### src/rtl/cdr_pkg.sv
package cdr_pkg;

  localparam int unsigned ByteW     = 8;
  localparam int unsigned CfgW      = 32;
  localparam int unsigned CfgIdxW   = 1;
  localparam int unsigned HdrIdxW   = 4;
  localparam int unsigned HdrBytes  = 12;
  localparam int unsigned LabelW    = 6;
  localparam int unsigned NameLenW  = 8;
  localparam int unsigned TailW     = 3;
  localparam int unsigned TailNeed  = 4;
  localparam int unsigned TrlBytes  = 20;
  localparam int unsigned TrlIdxW   = 5;

  localparam int unsigned MaxNameLenDef  = 253;
  localparam int unsigned MaxLabelLenDef = 63;

  localparam logic [CfgW-1:0] AddrReset = 32'hC0A8_BC01;
  localparam logic [CfgW-1:0] TtlReset  = 32'd60;

  typedef enum logic [CfgIdxW-1:0] {
    CFG_ANSWER_ADDRESS = 1'b0,
    CFG_ANSWER_TTL     = 1'b1
  } cfg_reg_e;

  typedef enum logic [1:0] {
    PH_HEADER  = 2'd0,
    PH_LENGTH  = 2'd1,
    PH_CONTENT = 2'd2,
    PH_TAIL    = 2'd3
  } phase_e;

  // fixed question and answer record after the name, ttl and address spliced in
  function automatic logic [ByteW-1:0] trailer_byte(
    input logic [TrlIdxW-1:0] idx,
    input logic [CfgW-1:0]    ttl,
    input logic [CfgW-1:0]    addr
  );
    logic [ByteW-1:0] b;
    case (idx) inside
      5'd1, 5'd3, 5'd7, 5'd9: b = 8'h01;
      5'd4:  b = 8'hC0;
      5'd5:  b = 8'h0C;
      5'd10: b = ttl[31:24];
      5'd11: b = ttl[23:16];
      5'd12: b = ttl[15:8];
      5'd13: b = ttl[7:0];
      5'd15: b = 8'h04;
      5'd16: b = addr[31:24];
      5'd17: b = addr[23:16];
      5'd18: b = addr[15:8];
      5'd19: b = addr[7:0];
      default: b = 8'h00;
    endcase
    return b;
  endfunction

endpackage

### src/rtl/cdr_if.sv
interface cdr_in_if;
  logic                          valid;
  logic                          ready;
  logic [cdr_pkg::ByteW-1:0]     in_byte;
  logic                          in_last;

  modport source (output valid, output in_byte, output in_last, input ready);
  modport sink   (input valid, input in_byte, input in_last, output ready);
endinterface

interface cdr_out_if;
  logic                          valid;
  logic                          ready;
  logic [cdr_pkg::ByteW-1:0]     out_byte;
  logic                          out_last;
  logic                          out_drop;

  modport source (output valid, output out_byte, output out_last, output out_drop,
                  input ready);
  modport sink   (input valid, input out_byte, input out_last, input out_drop,
                  output ready);
endinterface

### src/rtl/captive_dns_responder.sv
// captive portal dns responder: takes the udp payload of a dns query one word
// (byte) per cycle and streams the answer frame out as the query goes by. the
// id is echoed, the header goes out as flags 0x8100, qdcount 1, ancount 1, and
// the encoded name is echoed with its terminator. each header and name word is
// parsed and its echo loaded straight into the output register, so a word is
// taken every cycle while the output side keeps up. on the final word of a
// good query a 20-word trailer follows (type a, class in, answer pointer
// 0xc00c, type a, class in, ttl, rdlength 4, address); the sequencer owns the
// output register until its last word is loaded, holding off input. a bad
// query (response bit set, qdcount not one, label over the limit, name over
// the limit, fewer than four words after the name) produces a single closing
// word with out_drop set, so downstream discards what it has of the frame.
// config writes take effect at once and are expected only between frames.
module captive_dns_responder #(
  parameter int unsigned MAX_NAME_LEN  = cdr_pkg::MaxNameLenDef,
  parameter int unsigned MAX_LABEL_LEN = cdr_pkg::MaxLabelLenDef
) (
  input  logic                          clk_i,
  input  logic                          rst_ni,
  input  logic                          cfg_we_i,
  input  logic [cdr_pkg::CfgIdxW-1:0]   cfg_index_i,
  input  logic [cdr_pkg::CfgW-1:0]      cfg_data_i,
  cdr_in_if.sink                        in_s,
  cdr_out_if.source                     out_m
);

  // configuration
  logic [cdr_pkg::CfgW-1:0] addr_q, ttl_q;

  always_ff @(posedge clk_i or negedge rst_ni) begin
    if (!rst_ni) begin
      addr_q <= cdr_pkg::AddrReset;
      ttl_q  <= cdr_pkg::TtlReset;
    end else if (cfg_we_i) begin
      case (cfg_index_i)
        cdr_pkg::CFG_ANSWER_ADDRESS: addr_q <= cfg_data_i;
        cdr_pkg::CFG_ANSWER_TTL:     ttl_q  <= cfg_data_i;
        default: ;
      endcase
    end
  end

  // parser state
  cdr_pkg::phase_e                  phase_q, phase_d;
  logic [cdr_pkg::HdrIdxW-1:0]      hdr_idx_q, hdr_idx_d;
  logic [cdr_pkg::LabelW-1:0]       left_q, left_d;
  logic [cdr_pkg::NameLenW-1:0]     name_len_q, name_len_d;
  logic [cdr_pkg::TailW-1:0]        tail_q, tail_d;
  logic                             reject_q, reject_d;

  // trailer sequencer
  logic                             trl_active_q, trl_active_d;
  logic [cdr_pkg::TrlIdxW-1:0]      trl_idx_q, trl_idx_d;

  // output register
  logic                             out_valid_q, out_valid_d;
  logic [cdr_pkg::ByteW-1:0]        out_byte_q, out_byte_d;
  logic                             out_last_q, out_last_d;
  logic                             out_drop_q, out_drop_d;

  logic                             out_free;
  logic                             acc;
  logic                             got;
  logic [cdr_pkg::ByteW-1:0]        echo;
  logic [cdr_pkg::NameLenW+1:0]     name_sum;
  logic                             bad_end;

  assign out_free   = !out_valid_q || out_m.ready;
  assign in_s.ready = !trl_active_q && out_free;
  assign acc        = in_s.valid && in_s.ready;

  assign out_m.valid    = out_valid_q;
  assign out_m.out_byte = out_byte_q;
  assign out_m.out_last = out_last_q;
  assign out_m.out_drop = out_drop_q;

  // encoded name length if this length word is taken
  assign name_sum = {2'b00, name_len_q} + (cdr_pkg::NameLenW+2)'(1)
                  + {2'b00, in_s.in_byte};

  always_comb begin
    phase_d      = phase_q;
    hdr_idx_d    = hdr_idx_q;
    left_d       = left_q;
    name_len_d   = name_len_q;
    tail_d       = tail_q;
    reject_d     = reject_q;
    trl_active_d = trl_active_q;
    trl_idx_d    = trl_idx_q;
    out_valid_d  = out_valid_q;
    out_byte_d   = out_byte_q;
    out_last_d   = out_last_q;
    out_drop_d   = out_drop_q;
    got          = 1'b0;
    echo         = '0;
    bad_end      = 1'b0;

    if (out_free) begin
      out_valid_d = 1'b0;
    end

    // trailer words go out one per free cycle
    if (trl_active_q && out_free) begin
      out_valid_d = 1'b1;
      out_byte_d  = cdr_pkg::trailer_byte(trl_idx_q, ttl_q, addr_q);
      out_drop_d  = 1'b0;
      out_last_d  = (trl_idx_q == cdr_pkg::TrlIdxW'(cdr_pkg::TrlBytes - 1));
      trl_idx_d   = trl_idx_q + cdr_pkg::TrlIdxW'(1);
      if (out_last_d) begin
        trl_active_d = 1'b0;
      end
    end

    if (acc) begin
      if (!reject_q) begin
        case (phase_q)
          cdr_pkg::PH_HEADER: begin
            got = 1'b1;
            case (hdr_idx_q) inside
              4'd0, 4'd1: echo = in_s.in_byte;
              4'd2: begin
                echo = 8'h81;
                if (in_s.in_byte[7]) begin
                  reject_d = 1'b1;
                end
              end
              4'd4: begin
                if (in_s.in_byte != 8'h00) begin
                  reject_d = 1'b1;
                end
              end
              4'd5: begin
                echo = 8'h01;
                if (in_s.in_byte != 8'h01) begin
                  reject_d = 1'b1;
                end
              end
              4'd7: echo = 8'h01;
              default: echo = 8'h00;
            endcase
            if (reject_d) begin
              got = 1'b0;
            end else if (hdr_idx_q == cdr_pkg::HdrIdxW'(cdr_pkg::HdrBytes - 1)) begin
              hdr_idx_d = '0;
              phase_d   = cdr_pkg::PH_LENGTH;
            end else begin
              hdr_idx_d = hdr_idx_q + cdr_pkg::HdrIdxW'(1);
            end
          end
          cdr_pkg::PH_LENGTH: begin
            if (in_s.in_byte == 8'h00) begin
              got     = 1'b1;
              phase_d = cdr_pkg::PH_TAIL;
              tail_d  = '0;
            end else if ({2'b00, in_s.in_byte} > 10'(MAX_LABEL_LEN) ||
                         name_sum > (cdr_pkg::NameLenW+2)'(MAX_NAME_LEN)) begin
              reject_d = 1'b1;
            end else begin
              got        = 1'b1;
              echo       = in_s.in_byte;
              name_len_d = name_sum[cdr_pkg::NameLenW-1:0];
              left_d     = in_s.in_byte[cdr_pkg::LabelW-1:0];
              phase_d    = cdr_pkg::PH_CONTENT;
            end
          end
          cdr_pkg::PH_CONTENT: begin
            got  = 1'b1;
            echo = in_s.in_byte;
            if (left_q != '0) begin
              left_d = left_q - cdr_pkg::LabelW'(1);
            end
            if (left_d == '0) begin
              phase_d = cdr_pkg::PH_LENGTH;
            end
          end
          cdr_pkg::PH_TAIL: begin
            if (tail_q < cdr_pkg::TailW'(cdr_pkg::TailNeed)) begin
              tail_d = tail_q + cdr_pkg::TailW'(1);
            end
          end
          default: ;
        endcase
      end

      if (in_s.in_last) begin
        // a good frame ends in the tail with at least four words past the name
        bad_end = reject_d || phase_d != cdr_pkg::PH_TAIL ||
                  tail_d < cdr_pkg::TailW'(cdr_pkg::TailNeed);
        if (bad_end) begin
          out_valid_d = 1'b1;
          out_byte_d  = '0;
          out_last_d  = 1'b1;
          out_drop_d  = 1'b1;
        end else begin
          trl_active_d = 1'b1;
          trl_idx_d    = '0;
        end
        phase_d    = cdr_pkg::PH_HEADER;
        hdr_idx_d  = '0;
        left_d     = '0;
        name_len_d = '0;
        tail_d     = '0;
        reject_d   = 1'b0;
      end else if (got) begin
        out_valid_d = 1'b1;
        out_byte_d  = echo;
        out_last_d  = 1'b0;
        out_drop_d  = 1'b0;
      end
    end
  end

  always_ff @(posedge clk_i or negedge rst_ni) begin
    if (!rst_ni) begin
      phase_q      <= cdr_pkg::PH_HEADER;
      hdr_idx_q    <= '0;
      left_q       <= '0;
      name_len_q   <= '0;
      tail_q       <= '0;
      reject_q     <= 1'b0;
      trl_active_q <= 1'b0;
      trl_idx_q    <= '0;
      out_valid_q  <= 1'b0;
    end else begin
      phase_q      <= phase_d;
      hdr_idx_q    <= hdr_idx_d;
      left_q       <= left_d;
      name_len_q   <= name_len_d;
      tail_q       <= tail_d;
      reject_q     <= reject_d;
      trl_active_q <= trl_active_d;
      trl_idx_q    <= trl_idx_d;
      out_valid_q  <= out_valid_d;
    end
  end

  // output payload, no reset needed
  always_ff @(posedge clk_i) begin
    out_byte_q <= out_byte_d;
    out_last_q <= out_last_d;
    out_drop_q <= out_drop_d;
  end

endmodule

### src/flat_wrapper.sv
// flat-port wrapper written by rule: the top's interface ports become plain ports
module captive_dns_responder_flat 
#(
  parameter int unsigned MAX_NAME_LEN  = cdr_pkg::MaxNameLenDef,
  parameter int unsigned MAX_LABEL_LEN = cdr_pkg::MaxLabelLenDef
)
  (clk_i, rst_ni, cfg_we_i, cfg_index_i, cfg_data_i, in_s_valid, in_s_in_byte, in_s_in_last, in_s_ready, out_m_valid, out_m_out_byte, out_m_out_last, out_m_out_drop, out_m_ready);
  cdr_in_if in_s_i ();
  cdr_out_if out_m_i ();
  input  logic clk_i;
  input  logic rst_ni;
  input  logic cfg_we_i;
  input  logic [cdr_pkg::CfgIdxW-1:0] cfg_index_i;
  input  logic [cdr_pkg::CfgW-1:0] cfg_data_i;
  input wire logic [$bits(in_s_i.valid)-1:0] in_s_valid;
  input wire logic [$bits(in_s_i.in_byte)-1:0] in_s_in_byte;
  input wire logic [$bits(in_s_i.in_last)-1:0] in_s_in_last;
  output wire logic [$bits(in_s_i.ready)-1:0] in_s_ready;
  output wire logic [$bits(out_m_i.valid)-1:0] out_m_valid;
  output wire logic [$bits(out_m_i.out_byte)-1:0] out_m_out_byte;
  output wire logic [$bits(out_m_i.out_last)-1:0] out_m_out_last;
  output wire logic [$bits(out_m_i.out_drop)-1:0] out_m_out_drop;
  input wire logic [$bits(out_m_i.ready)-1:0] out_m_ready;
  assign in_s_i.valid = in_s_valid;
  assign in_s_i.in_byte = in_s_in_byte;
  assign in_s_i.in_last = in_s_in_last;
  assign in_s_ready = in_s_i.ready;
  assign out_m_valid = out_m_i.valid;
  assign out_m_out_byte = out_m_i.out_byte;
  assign out_m_out_last = out_m_i.out_last;
  assign out_m_out_drop = out_m_i.out_drop;
  assign out_m_i.ready = out_m_ready;
  captive_dns_responder #(.MAX_NAME_LEN(MAX_NAME_LEN), .MAX_LABEL_LEN(MAX_LABEL_LEN)) u_core (.clk_i(clk_i), .rst_ni(rst_ni), .cfg_we_i(cfg_we_i), .cfg_index_i(cfg_index_i), .cfg_data_i(cfg_data_i), .in_s(in_s_i), .out_m(out_m_i));
endmodule
### config.mk
export PLATFORM = sky130hd
export DESIGN_NAME = captive_dns_responder_flat
export DESIGN_NICKNAME = d
export VERILOG_FILES = /design/src/rtl/cdr_pkg.sv /design/src/rtl/cdr_if.sv /design/src/rtl/captive_dns_responder.sv /design/src/flat_wrapper.sv
export SDC_FILE = /design/constraint.sdc
export NUM_CORES = 1
export LEC_CHECK = 0
export BUFFER_PORTS_ARGS = -buffer_cell sky130_fd_sc_hd__buf_2
export CORE_ASPECT_RATIO = 0.8
export CORE_MARGIN = 5
export CORE_UTILIZATION = 52
export CTS_BUF_LIST = sky130_fd_sc_hd__clkbuf_8
export CTS_CLUSTER_SIZE = 25
export DETAILED_ROUTE_END_ITERATION = 8
export GPL_TIMING_DRIVEN = 0
export MAX_ROUTING_LAYER = met4
export PLACE_DENSITY = 0.71
export SETUP_SLACK_MARGIN = 0.5
export SLEW_MARGIN = 20
export SYNTH_ARGS = -nofsm -noshare
export SYNTH_HDL_FRONTEND = slang
export SYNTH_SLANG_ARGS = --single-unit
### constraint.sdc
create_clock -name clk_i -period 9.8 [get_ports clk_i]
set_input_delay 0.49 -clock clk_i [delete_from_list [all_inputs] [get_ports clk_i]]
set_output_delay 0.49 -clock clk_i [all_outputs]
set_load 0.03 [all_outputs]
### Word-level counts from Yosys, hierarchy flattened

Cells that the tools add are included.

| word-level totals | value |
|---|---|
| memory bits (writable) | 0 |
| bits in latches | 0 |
| word-level logic and storage cells | 189 |
| memories | 0 |
| flip-flop bits (word level) | 105 |
| input port bits | 47 |
| bits in read-only memories | 0 |
| output and inout port bits | 12 |

| operators by class | value |
|---|---|
| multiply operators | 0 |
| order comparisons | 4 |
| $add $sub $neg | 6 |
| div/mod/pow operators | 0 |
| shift operators | 0 |
| reductions and logical operators | 25 |
| muxes and demuxes | 107 |
| bitwise operators | 1 |
| eq/ne operators | 32 |

Operator list:

| operator | count |
|---|---|
| two-way mux 8 bit | 29 |
| two-way mux 6 bit | 8 |
| two-way mux 1 bit | 42 |
| == test 5 x 4 -> 1 bit (second input constant) | 6 |
| one-hot mux 8 bit (3 select lines) | 1 |
| == test 5 bit (second input constant) | 4 |
| two-way mux 4 bit | 5 |
| two-way mux 5 bit | 4 |
| two-way mux 2 bit | 8 |
| == test 5 x 3 -> 1 bit (second input constant) | 3 |
| two-way mux 3 bit | 5 |
| == test 4 x 3 -> 1 bit (second input constant) | 3 |
| one-hot mux 6 bit (2 select lines) | 1 |
| adder 10 x 8 -> 10 bit | 1 |
| > comparator 10 x 8 -> 1 bit (second input constant) | 1 |
| inequality test 2 bit (second input constant) | 5 |
| AND reduction 5 bit | 2 |
| adder 8 x 1 -> 9 bit (second input constant) | 1 |
| > comparator 8 x 6 -> 1 bit (second input constant) | 1 |
| zero test 8 bit | 1 |
| inequality test 8 x 1 -> 1 bit (second input constant) | 1 |
| nonzero test 8 bit | 1 |
| zero test 6 bit | 1 |
| < comparator 3 bit (second input constant) | 2 |
| other kinds (29) | 39 |

### Logic depth before layout (Yosys ltp)

Gate-level depths: netlist (run 1).

| logic depth | value |
|---|---|
| word-level depth | 19 |
| depth in mapped cells | 11 |
| depth with buffers taken out | 11 |

### Worst setup path before layout (run 1)

Ideal clock, no wire load.

| timing path | value |
|---|---|
| kind | reg-to-reg |
| start | reg u_core.name_len_q[3] (netlist bit) |
| end | reg u_core.left_q[1] (netlist bit) |
| stages on the path, launching flop included | 11 |
| period minus slack after synthesis | 3.161 ns |
| setup time | 0.069 ns |
| setup slack | 6.639 ns |
| path buffers | 0 |
| arrival | 3.092 ns |
| data required time | 9.731 ns |
| cell sequence | dfrtp_1 > and3_1 > and3_1 > xor2_1 > ha_1 > or4b_1 > o311a_1 > nor4_4 > a211oi_2 > or4_1 > nand3_1 |

| on the way | value |
|---|---|
| longest elaborated chain between the ends | 6 |

RTL lines:

| what | line | text |
|---|---|---|
| from (decl) | captive_dns_responder.sv:47 | `logic [cdr_pkg::NameLenW-1:0] name_len_q, name_len_d;` |
| from (signal assigned) | captive_dns_responder.sv:228 | `name_len_q <= name_len_d;` |
| adder 8 x 1 -> 9 bit | captive_dns_responder.sv:78 | `assign name_sum = {2'b00, name_len_q} + (cdr_pkg::NameLenW+2)'(1)` |
| adder 10 x 8 -> 10 bit | captive_dns_responder.sv:79 | `+ {2'b00, in_s.in_byte};` |
| > comparator 10 x 8 -> 1 bit | captive_dns_responder.sv:156 | `name_sum > (cdr_pkg::NameLenW+2)'(MAX_NAME_LEN)) begin` |
| logical OR 1 bit | captive_dns_responder.sv:155 | `end else if ({2'b00, in_s.in_byte} > 10'(MAX_LABEL_LEN) \|\|` |
| inequality test 3 bit (no source line) | n/a |  |
| AND reduction 5 bit (no source line) | n/a |  |
| to (signal assigned) | captive_dns_responder.sv:227 | `left_q <= left_d;` |
| to (decl) | captive_dns_responder.sv:46 | `logic [cdr_pkg::LabelW-1:0] left_q, left_d;` |

No other way between the ends.
A chain may end at the register's enable or synchronous reset.

### Final worst setup path (run 1)

| timing path | value |
|---|---|
| start | reg u_core.name_len_q[2] (netlist bit) |
| end | reg u_core.out_byte_q, in the netlist u_core.out_m.out_byte[4] |

| on the way | value |
|---|---|
| longest elaborated chain between the ends | 15 |
| elaborated cells on any way between the ends | 30 |
| those cells by class | add/sub: 2; order compare: 1; eq/ne: 1; mux: 23; reduce/logical: 3 |

RTL lines:

| what | line | text |
|---|---|---|
| adder 8 x 1 -> 9 bit * | captive_dns_responder.sv:78 |  |
| adder 10 x 8 -> 10 bit * | captive_dns_responder.sv:79 |  |
| > comparator 10 x 8 -> 1 bit * | captive_dns_responder.sv:156 |  |
| logical OR 1 bit * | captive_dns_responder.sv:155 |  |
| two-way mux 2 bit | captive_dns_responder.sv:155 |  |
| two-way mux 2 bit | captive_dns_responder.sv:151 | `if (in_s.in_byte == 8'h00) begin` |
| one-hot mux 2 bit (3 select lines) | captive_dns_responder.sv:116 | `case (phase_q)` |
| two-way mux 2 bit | captive_dns_responder.sv:115 | `if (!reject_q) begin` |
| two-way mux 2 bit | captive_dns_responder.sv:114 | `if (acc) begin` |
| inequality test 2 bit | captive_dns_responder.sv:187 | `bad_end = reject_d \|\| phase_d != cdr_pkg::PH_TAIL \|\|` |
| logical OR 1 bit (2 in a row) | captive_dns_responder.sv:187 |  |
| two-way mux 8 bit | captive_dns_responder.sv:189 | `if (bad_end) begin` |
| two-way mux 8 bit * | captive_dns_responder.sv:185 | `if (in_s.in_last) begin` |
| two-way mux 8 bit * | captive_dns_responder.sv:114 |  |
| named net u_core.out_byte_d, one bit | captive_dns_responder.sv:57 | `logic [cdr_pkg::ByteW-1:0] out_byte_q, out_byte_d;` |
| to (signal assigned) | captive_dns_responder.sv:239 | `out_byte_q <= out_byte_d;` |
| to (decl) | captive_dns_responder.sv:57 |  |

The timed path passes the listed nets; every way through them passes the cells marked *. The select of a mux whose other input is x is not followed.

==> summary.txt, run 1 <==
Yosys
  • Synth Area in Compound Gates: 0.197
  • Dominant cells by area after synthesis: dfrtp_1 32%, mux2_2 12%, dfstp_2 6.4%
  • Synthesis Warnings: 0
  • Ys flop type: dfrtp_1
  • Post-Syn Nets: 686
  • Netlist Area Pre-Place: between 6000 and 7000 um2
  • Adder-Cell Fraction of Synth Area: 0.0497
  • Post-synth EDFFs: 0
  • Largest family of logic cells by synthesized area: compound AO/OA/AOI/OAI gates
  • Mean area per synthesized cell: about 10 um2
  • Post-synthesis sequential area ratio: 0.419
  • Mux contribution to synthesized area: 0.123
  • Top cell type by total area after synthesis: dfrtp_1
  • Post-Synth Simple-Gate Area: 0.158
  • Unique masters post-synth: 73
  • Post-synthesis instance total: approximately 600
  • #FFs+latches synth: approximately 110
  • Area share of the largest cell type after synthesis: 0.323
  • Xor and xnor area share after synthesis: 0.0226
  • Post-synth ARST share: 0.905

Detailed routing
  • TritonRoute pass-1 iters: 5
  • Final WL: around 17 mm
  • DR WL/cell: between 15 and 20 um
  • Post-DR vias/cell: between 6 and 7
  • Residual DRC count: 0
  • DRT iter0 DRCs: a little over 400
  • Via count: between 5000 and 6000
  • Post-route ant nets: 0

Place
  • PortBufs: 57
  • Final HPWL from detailed placement: 12.6 mm
  • Routability cong.: 0.933
  • DP Area: ~6700 um2

Global routing
  • Vias in the first global route: 5129
  • Initial antenna violation count: 0
  • First-pass GRT wire length: roughly 27 mm
  • Grt total ovfl: 0
  • GRT Overall Usage: 0.241
  • Largest net degree at the start of global routing: between 70 and 80

Job
  • Max-Cap Viols: 0

Floorplan
  • Die width: 132 um
  • # IOs: 59
  • Core area: between 10000 and 15000 um2
  • Height of the die: between 100 and 150 um
  • Rows: 35
  • Full die area: approximately 14000 um2
  • Starting Density: 0.534

Critical path
  • CP Depth: 10
  • Crit start category: flip-flop
  • Buf/Inv on CP: 0
  • Family with the most delay on the worst path: simple AND/OR/NAND/NOR gates
  • Critical-path cell list: and3_1 > and3_1 > xor2_1 > ha_1 > or4b_1 > o311a_1 > nor4_4 > a211oi_2 > o21ai_0 > o32ai_1
  • Worst r2r path cells: 10
  • Max incr delay on CP: between 0.5 and 0.6 ns
  • Reg-to-reg setup timing slack: about 6 ns
  • Crit-path most repeated cell: and3_1
  • Worst setup EP type: flip-flop
  • Slowest-stage cell, CP: or4b_1
  • Critical path class: reg2reg
  • Crit path DAT: 4.05 ns
  • Crit path max fanout: 9
  • Critical Path RT: 10.04 ns

STA
  • Fin Clk Skew: ~0.011 ns
  • Least-Margin Pin Slew: about 0.94 ns
  • Tmin final: roughly 3.8 ns
  • RSZ-0062 raised after global routing: false
  • Slew HR: 0.364
  • Final setup vio count: 0
  • Final period util: 0.389
  • Pins Over Slew Limit: 0
  • Final Hold Fails: 0
  • Setup TNS Final: 0 ns
  • Fmax achieved: roughly 260 MHz

Final layout
  • Area of the multi-input gates: between 3000 and 4000 um2
  • Final Cell Area: roughly 6900 um2
  • Most common cell after layout, fill and taps aside: dfrtp_1
  • Layout cells sized above 1: 0.248
  • Area growth from synthesis to layout: 11.3%
  • Fin nets: ~760
  • # diodes: 0
  • # fillers: between 900 and 1000
  • Commonest cells after routing, fill and taps aside: 80 x dfrtp_1, 65 x mux2_2, 56 x buf_2
  • Storage cell area: around 2600 um2

Clock tree
  • CTS H-tree lvls: 3
  • Worst-path clk slew: around 0.11 ns
  • Root buf cell: clkbuf_8
  • TritonCTS clock tree: built
  • Sink Count: between 100 and 150
  • Max clock buf depth: 2
  • Num CTS Buffers: 9
  • Worst skew pair latency: between 0.3 and 0.4 ns
  • Post-CTS Repair Setup Buffers: 0

Hold path
  • Hold Path Depth: 2
  • Worst Hold Class: in2reg

Pwr
  • Max VDD drop: between 0.0001 and 0.00015 V
  • Pleak: just under 0.003 uW
  • Pwr Density: about 180 nW/um2

Status
  • Status: completed
[routing by layer]
metal | track usage | wire [um] | vias to the layer above
met5 | - | 0 | -
met2 | 0.329 | 7000 | 176
met3 | 0.0486 | 1140 | 24
li1 | - | - | 2439
met4 | 0.0690 | 290 | 0
met1 | 0.362 | 8120 | 2667
[cell families after synthesis]
logic type | count (synthesis)
AND/OR/NAND/NOR | 185
AO/OA/AOI/OAI | 166
flip-flops | 105
multiplexers | 68
buffers and inverters | 51
adder cells (fa/ha/maj) | 24
XOR/XNOR | 16
[registers in the layout, indices dropped and copies added (netlist names)]
register / cells
u_core.out_m.valid: 1
u_core.ttl_q: 32
u_core.left_q: 6
u_core.reject_q: 1
u_core.trl_idx_q: 5
u_core.addr_q: 32
u_core.name_len_q: 8
u_core.hdr_idx_q: 4
u_core.trl_active_q: 1
u_core.tail_q: 3
u_core.out_m.out_drop: 1
u_core.phase_q: 2
u_core.out_m.out_last: 1
u_core.out_m.out_byte: 8
[power breakdown]
group	leakage [uW]	internal (uW)	switching (uW)
clock	0.0000899	97.7	166
sequential	0.00123	511	57.7
combinational	0.00158	167	236
[layout make-up]
class,instances,area share
multi-input combinational,459,0.494
tap,148,0.0269
clock buffer,9,0.0180
sequential,105,0.376
timing repair buffer,59,0.0477
clock inverter,7,0.00925
inverter,21,0.0114
buffer,30,0.0163
[cell usage after synthesis (all sizes together), types with 15 or more instances]
| cell type | count |
|---|---|
| a221oi | 17 |
| nand2 | 45 |
| o21ai | 35 |
| inv | 21 |
| nor2b | 15 |
| dfrtp | 80 |
| mux2 | 65 |
| clkbuf | 19 |
| nor2 | 41 |
| nand2b | 15 |
| ha | 23 |
| a21oi | 26 |
| dfstp | 15 |
[path summary, 6_finish.rpt]
check / from / end
worst max register to register: u_core.name_len_q[2]$_DFFE_PN0P_ / u_core.out_m.out_byte[4]$_DFF_P_
worst min register to register: u_core.tail_q[0]$_DFFE_PN0P_ / u_core.tail_q[0]$_DFFE_PN0P_
worst min-delay path: cfg_data_i[20] / u_core.addr_q[20]$_DFFE_PN0P_
worst max-delay path: u_core.name_len_q[2]$_DFFE_PN0P_ / u_core.out_m.out_byte[4]$_DFF_P_
min in group asynchronous: rst_ni / u_core.ttl_q[29]$_DFFE_PN0P_
max in group asynchronous: rst_ni / u_core.addr_q[10]$_DFFE_PN1P_
[stage by stage]
step	std cells	utilization	total power [uW]	hold slack (ns)	setup slack, ns
floorplan	615	-	848	0.194	6.64
global placement	820	0.574	954	0.474	6.20
detailed placement	821	0.577	972	0.361	6.11
CTS	838	0.594	1240	0.323	6.07
global route	838	0.594	1310	0.313	5.73
finish	838	0.594	1240	0.335	5.99
[what timing repair did]
item / 4_1_cts / 5_1_grt
gates resized for setup: 0 / 0
hold buffers: 1 / 0
hold endpoints to repair: 18 / 0
Note: power is estimated with default switching activity, not from simulation.
==> run 2, diff against run 1 <==
--- a/config.mk
+++ b/config.mk
@@ -5,6 +5,7 @@
 export SDC_FILE = /design/constraint.sdc
 export NUM_CORES = 1
 export LEC_CHECK = 0
+export ABC_AREA = 1
 export BUFFER_PORTS_ARGS = -buffer_cell sky130_fd_sc_hd__buf_2
 export CORE_ASPECT_RATIO = 0.8
 export CORE_MARGIN = 5
@@ -14,7 +15,7 @@
 export DETAILED_ROUTE_END_ITERATION = 8
 export GPL_TIMING_DRIVEN = 0
 export MAX_ROUTING_LAYER = met4
-export PLACE_DENSITY = 0.71
+export PLACE_DENSITY = 0.74
 export SETUP_SLACK_MARGIN = 0.5
 export SLEW_MARGIN = 20
 export SYNTH_ARGS = -nofsm -noshare
==> constraint.sdc (replaced) <==
create_clock -name clk_i -period 3.4 [get_ports clk_i]
set_input_delay 0.17 -clock clk_i [delete_from_list [all_inputs] [get_ports clk_i]]
set_output_delay 0.17 -clock clk_i [all_outputs]
set_load 0.03 [all_outputs]
==> summary.txt, run 2 <==
Global routing
  • Largest net degree at the start of global routing: 66
  • Grt total ovfl: 0
  • First-pass GRT wire length: 28.2 mm
  • GRT Overall Usage: 0.248
  • Initial antenna violation count: 0
  • Vias in the first global route: around 5500

Yosys
  • Ys flop type: dfrtp_1
  • Post-synth ARST share: 0.905
  • Post-synthesis sequential area ratio: 0.402
  • Synthesis Warnings: 0
  • Mux contribution to synthesized area: 0
  • Post-synth EDFFs: 0
  • Largest family of logic cells by synthesized area: simple AND/OR/NAND/NOR gates
  • #FFs+latches synth: 105
  • Post-Synth Simple-Gate Area: 0.306
  • Mean area per synthesized cell: just over 7 um2
  • Most frequent cell after synthesis: nand2_1
  • Netlist Area Pre-Place: 6450 um2
  • Unique masters post-synth: 44
  • Area share of the largest cell type after synthesis: 0.310
  • Post-synthesis instance total: 910
  • Top cell type by total area after synthesis: dfrtp_1
  • Dominant cells by area after synthesis: dfrtp_1 31%, nand2_1 17%, o21ai_0 7.9%
  • Post-Syn Nets: approximately 1000
  • Synth cell count leaders: 289 x nand2_1, 127 x inv_1, 102 x o21ai_0
  • Xor and xnor area share after synthesis: 0.0149
  • Adder-Cell Fraction of Synth Area: 0.0477
  • Synth Area in Compound Gates: 0.137

Detailed routing
  • Via count: around 6200
  • DRT iter0 DRCs: roughly 670
  • Final WL: 17.6 mm
  • Post-DR vias/cell: approximately 5.4
  • Residual DRC count: 0
  • TritonRoute pass-1 iters: 6
  • Post-route ant nets: 0
  • DR WL/cell: 15.2 um

Critical path
  • Worst r2r path cells: 24
  • Crit path max fanout: 6
  • Worst setup EP type: flip-flop
  • Crit start category: flip-flop
  • Critical Path RT: between 3 and 4 ns
  • Critical path class: reg2reg
  • Crit path DAT: about 3.4 ns

Clock tree
  • Sink Count: roughly 110
  • Worst skew pair latency: around 0.38 ns
  • Worst-path clk slew: about 0.11 ns
  • CTS H-tree lvls: 3
  • TritonCTS clock tree: built
  • Num CTS Buffers: 9
  • Root buf cell: clkbuf_8
  • Max clock buf depth: 2

STA
  • Setup TNS Final: 0 ns
  • Tmin final: 3.09 ns
  • Fin Clk Skew: 0.0139 ns
  • Slew HR: 0.489
  • Least-Margin Pin Slew: 0.764 ns
  • Final period util: 0.909
  • Pins Over Slew Limit: 0
  • Fmax achieved: about 320 MHz
  • RSZ-0062 raised after global routing: true
  • Final setup vio count: 0
  • Final Hold Fails: 0
  • Min Hold Slack: ~0.015 ns

Place
  • PortBufs: between 50 and 60
  • Routability cong.: ~0.95
  • Final HPWL from detailed placement: approximately 13 mm

Final layout
  • Area growth from synthesis to layout: 18.2%
  • # diodes: 0
  • Most common cell after layout, fill and taps aside: nand2_1
  • # fillers: approximately 1100
  • Layout cells sized above 1: 0.192
  • Fin nets: between 1000 and 1500
  • Top Registers: u_core.addr_q: 32 flops, u_core.ttl_q: 32 flops
  • Commonest cells after routing, fill and taps aside: 280 x nand2_1, 123 x inv_1, 95 x o21ai_0

Floorplan
  • # IOs: 59
  • Core area: 12200 um2
  • Starting Density: 0.530
  • Die width: approximately 130 um
  • Full die area: around 15000 um2
  • Height of the die: between 100 and 150 um
  • Rows: 36

Hold path
  • Hold Path Depth: 3
  • Worst Hold Class: in2reg

Status
  • Status: completed

Pwr
  • Pwr Density: around 680 nW/um2
  • Pleak: approximately 0.0040 uW
  • Max VDD drop: around 0.0003 V

Job
  • Max-Cap Viols: 0
[run 2: worst max-delay path: stages (launching register included)]
cell      delay (ns)
dfrtp_1         0.39
buf_4           0.14
ha_4            0.16
nand3_4         0.10
nand3b_1        0.12
xor2_1          0.19
inv_2           0.09
ha_4            0.23
nand2_4         0.07
inv_2           0.03
a21oi_2         0.15
nand2_1         0.08
nand2_2         0.07
nand2_2         0.06
inv_2           0.07
nand4_4         0.10
nand4_1         0.17
nand2_1         0.09
nand2_2         0.11
nand2_2         0.06
nor2_4          0.11
nand2_2         0.08
nand2_4         0.13
buf_12          0.12
nand3_1         0.06
[run 2: area by class of cell]
| cell class | instances | area, um2 | area share |
|---|---|---|---|
| timing repair buffer | 82 | 523 | 0.0686 |
| sequential | 105 | 2600 | 0.341 |
| tap | 152 | 190 | 0.0249 |
| multi-input combinational | 647 | 3520 | 0.462 |
| timing repair inverter | 1 | 7.51 | 0.000985 |
| clock inverter | 7 | 62.6 | 0.00821 |
| inverter | 137 | 517 | 0.0678 |
| clock buffer | 9 | 124 | 0.0162 |
| buffer | 21 | 81.3 | 0.0107 |
[run 2: kinds of logic (layout without fill, tap and decap cells)]
kind of cell               count (synthesis)  after routing
buffers and inverters                    158            257
and+or+nand+nor                          456            456
AOI/OAI and AO/OA                        156            156
DFF                                      105            105
adders and majority gates                 24             24
xor gates and xnor gates                  11             11
[run 2: worst paths after layout]
path	startpoint	end	slack [ns]
hold / removal	cfg_data_i[10]	u_core.addr_q[10]$_DFFE_PN1P_	0.01
min in group asynchronous	rst_ni	u_core.ttl_q[20]$_DFFE_PN0P_	0.22
setup reg to reg	u_core.name_len_q[0]$_DFFE_PN0P_	u_core.out_m.valid$_DFF_PN0_	0.31
hold reg to reg	u_core.out_m.out_drop$_DFF_P_	u_core.out_m.out_drop$_DFF_P_	0.47
setup / recovery	u_core.name_len_q[0]$_DFFE_PN0P_	u_core.out_m.valid$_DFF_PN0_	0.31
max in group asynchronous	rst_ni	u_core.ttl_q[4]$_DFFE_PN1P_	2.51
[run 2: metal layers]
layer / vias to the layer above / GRT usage / share of wire
li1: 3101 / - / -
met1: 2863 / 0.397 / 0.49
met5: - / - / 0
met4: 0 / 0.0436 / 0.0088
met2: 258 / 0.326 / 0.41
met3: 13 / 0.0467 / 0.090
[run 2: per-stage QoR]
| stage | area (um2) | setup slack [ns] | cells | utilization | total power (uW) |
|---|---|---|---|---|---|
| after floorplan | 6450 | 0.543 | 910 | - | 3470 |
| after global placement | 6930 | 0.153 | 1120 | 0.570 | 3990 |
| final | 7620 | 0.309 | 1161 | 0.627 | 5200 |
| after global routing | 7620 | 0.111 | 1161 | 0.627 | 5610 |
| after CTS | 7340 | 0.456 | 1147 | 0.603 | 4910 |
| after detailed placement | 6970 | 0.119 | 1121 | 0.573 | 4030 |
[run 2: report_power, final]
part           total [uW]  internal, uW  switching, uW
clock network         766           283            483
registers            1760          1530            226
logic                2670           983           1690
[run 2: repair_timing]
action                                  in CTS  in global routing
buffers inserted                             9                 13
cloned                                       0                  1
endpoints found under the setup margin      31                 32
resized for setup                           22                 45
hold buffers                                 1                  0
hold endpoints to repair                    30                  0
pin swaps                                   13                 21
==> run 3, diff against run 2 <==
--- a/config.mk
+++ b/config.mk
@@ -16,6 +16,7 @@
 export GPL_TIMING_DRIVEN = 0
 export MAX_ROUTING_LAYER = met4
 export PLACE_DENSITY = 0.74
+export RECOVER_POWER = 25
 export SETUP_SLACK_MARGIN = 0.5
 export SLEW_MARGIN = 20
 export SYNTH_ARGS = -nofsm -noshare
==> summary.txt, run 3 (same netlist as run 2, synthesis figures left out) <==
Pwr
  • Max VDD drop: roughly 0.00031 V
  • Pwr Density: approximately 680 nW/um2
  • Pleak: 0.00398 uW

Detailed routing
  • Residual DRC count: 0
  • TritonRoute pass-1 iters: 6
  • Post-route ant nets: 0
  • DRT iter0 DRCs: 691
  • Final WL: 17.7 mm
  • Post-DR vias/cell: 5.38
  • Via count: between 6000 and 7000
  • DR WL/cell: about 15 um

Floorplan
  • # IOs: ~60
  • Full die area: roughly 15000 um2
  • Rows: 36
  • Starting Density: 0.530
  • Core area: about 12000 um2
  • Die width: roughly 130 um
  • Height of the die: about 110 um

Critical path
  • Crit path max fanout: 6
  • Crit start category: flip-flop
  • Reg-to-reg setup timing slack: between 0.3 and 0.4 ns
  • Max incr delay on CP: ~0.39 ns
  • Reg-to-reg critical path endpoint: u_core.trl_idx_q[1]$_DFF_PN0_
  • Critical path class: reg2reg
  • Critical-path cell list: buf_4 > ha_4 > nand3_4 > nand3b_1 > xor2_1 > inv_2 > ha_4 > nand2_4 > inv_2 > a21oi_2 > nand2_1 > nand2_2 > nand2_2 > inv_2 > nand4_4 > nand4_1 > nand2_1 > nand2_2 > nand2_2 > nor2_4 > buf_4 > nand3_4 > o211ai_1 > inv_2
  • R2r startpoint: u_core.name_len_q[0]$_DFFE_PN0P_
  • Slowest-stage cell, CP: dfrtp_1
  • Worst setup EP type: flip-flop
  • Worst r2r path cells: 24
  • Crit path DAT: 3.37 ns
  • Critical Path RT: 3.68 ns

Final layout
  • Most common cell after layout, fill and taps aside: nand2_1
  • Layout cells sized above 1: 0.190
  • Commonest cells after routing, fill and taps aside: 280 x nand2_1, 123 x inv_1, 95 x o21ai_0
  • # diodes: 0
  • Top Registers: u_core.addr_q: 32 flops, u_core.ttl_q: 32 flops
  • # fillers: approximately 1100
  • Share of the core filled with cells: 0.624
  • Fin nets: 1075
  • Area growth from synthesis to layout: 17.7%

Clock tree
  • Max clock buf depth: 2
  • CTS H-tree lvls: 3
  • TritonCTS clock tree: built
  • Worst-path clk slew: around 0.11 ns
  • Worst skew pair latency: 0.38 ns
  • Num CTS Buffers: 9
  • Sink Count: between 100 and 150
  • Root buf cell: clkbuf_8

STA
  • Setup TNS Final: 0 ns
  • RSZ-0062 raised after global routing: true
  • Final Hold Fails: 0
  • Least-Margin Pin Slew: between 1.5 and 2 ns
  • Tmin final: a little over 3 ns
  • Fin Clk Skew: between 0.01 and 0.015 ns
  • Fmax achieved: between 300 and 400 MHz
  • Pins Over Slew Limit: 32
  • Final setup vio count: 0
  • Final period util: 0.910
  • Slew HR: -0.124

Global routing
  • Largest net degree at the start of global routing: 66
  • First-pass GRT wire length: 28.2 mm
  • Vias in the first global route: 5532
  • Grt total ovfl: 0
  • GRT Overall Usage: 0.248
  • Initial antenna violation count: 0

Hold path
  • Critical hold path startpoint: cfg_data_i[10]
  • Hold Path Depth: 3
  • Worst Hold Class: in2reg
  • WHS Endpoint: u_core.addr_q[10]$_DFFE_PN1P_

Job
  • Max-Cap Viols: 1

Status
  • Status: finished, violations left
  • Failing checks: max-capacitance violations, max-slew violations

Place
  • Routability cong.: 0.953
  • PortBufs: just under 60
  • Final HPWL from detailed placement: between 10 and 15 mm
## run 3: changes by cell type in the layout (fill, tap and decap cells not counted), sizes merged
cell    delta
clkbuf     +3
buf        -3
## run 3: area by class of cell
type / count / area (um2) / area share
Buffer: 21 / 81.3 / 0.0107
Clock buffer: 9 / 124 / 0.0163
Clock inverter: 7 / 62.6 / 0.00824
Inverter: 137 / 517 / 0.0680
Multi-Input combinational cell: 647 / 3520 / 0.463
Sequential cell: 105 / 2600 / 0.342
Tap cell: 152 / 190 / 0.0250
Timing Repair Buffer: 82 / 494 / 0.0651
Timing Repair inverter: 1 / 7.51 / 0.000988
## run 3: metrics by stage
stage          power, uW  hold slack (ns)  instances  area (um2)  worst slack, ns
2_1_floorplan       3470           -0.126        910        6450            0.543
3_3_place_gp        3990            0.413       1120        6930            0.153
3_5_place_dp        4030           0.0741       1121        6970            0.119
4_1_cts             4910           0.0150       1147        7340            0.456
5_1_grt             5610           0.0169       1161        7590            0.111
6_report            5190           0.0182       1161        7590            0.306
## run 3: worst max path at each step
stage	depth (start not counted)	to	slack, ns	from
CTS	23	u_core.out_m.out_byte[5]$_DFF_P_	0.46	u_core.name_len_q[1]$_DFFE_PN0P_
finish	24	u_core.trl_idx_q[1]$_DFF_PN0_	0.31	u_core.name_len_q[0]$_DFFE_PN0P_
floorplan	22	u_core.out_m.out_byte[1]$_DFF_P_	0.54	u_core.name_len_q[0]$_DFFE_PN0P_
global placement	22	u_core.out_m.out_byte[3]$_DFF_P_	0.15	u_core.name_len_q[0]$_DFFE_PN0P_
detailed placement	22	u_core.out_m.out_byte[3]$_DFF_P_	0.12	u_core.name_len_q[0]$_DFFE_PN0P_
global route	24	u_core.trl_idx_q[1]$_DFF_PN0_	0.11	u_core.name_len_q[0]$_DFFE_PN0P_
## run 3: where the power goes
group          internal [uW]  switching (uW)  total (uW)
registers               1530             226        1760
clock network            282             481         764
logic                    979            1690        2670
total                   2790            2390        5190
## run 3: what timing repair did
action,CTS,global route
gates cloned,0,1
endpoints found under the setup margin,31,32
resized for setup,22,45
pin swaps,13,21
endpoints found under the hold margin,30,0
setup buffers,9,13
hold buffers,1,0
## run 3: routing by layer
layer | track usage | wire length (um) | part of all wire
met5 | - | 0 | 0
met4 | 0.0436 | 145 | 0.0082
met3 | 0.0467 | 1570 | 0.089
met2 | 0.326 | 7180 | 0.41
met1 | 0.397 | 8760 | 0.50
## run 3: worst max-delay path: cells and delay by family, from the launching register on
| kind | cells | cell delay, ns |
|---|---|---|
| adders and majority gates | 2 | 0.39 |
| DFF | 1 | 0.39 |
| AOI/OAI and AO/OA | 2 | 0.28 |
| buffers and inverters | 6 | 0.50 |
| and+or+nand+nor | 13 | 1.23 |
| xor gates and xnor gates | 1 | 0.19 |
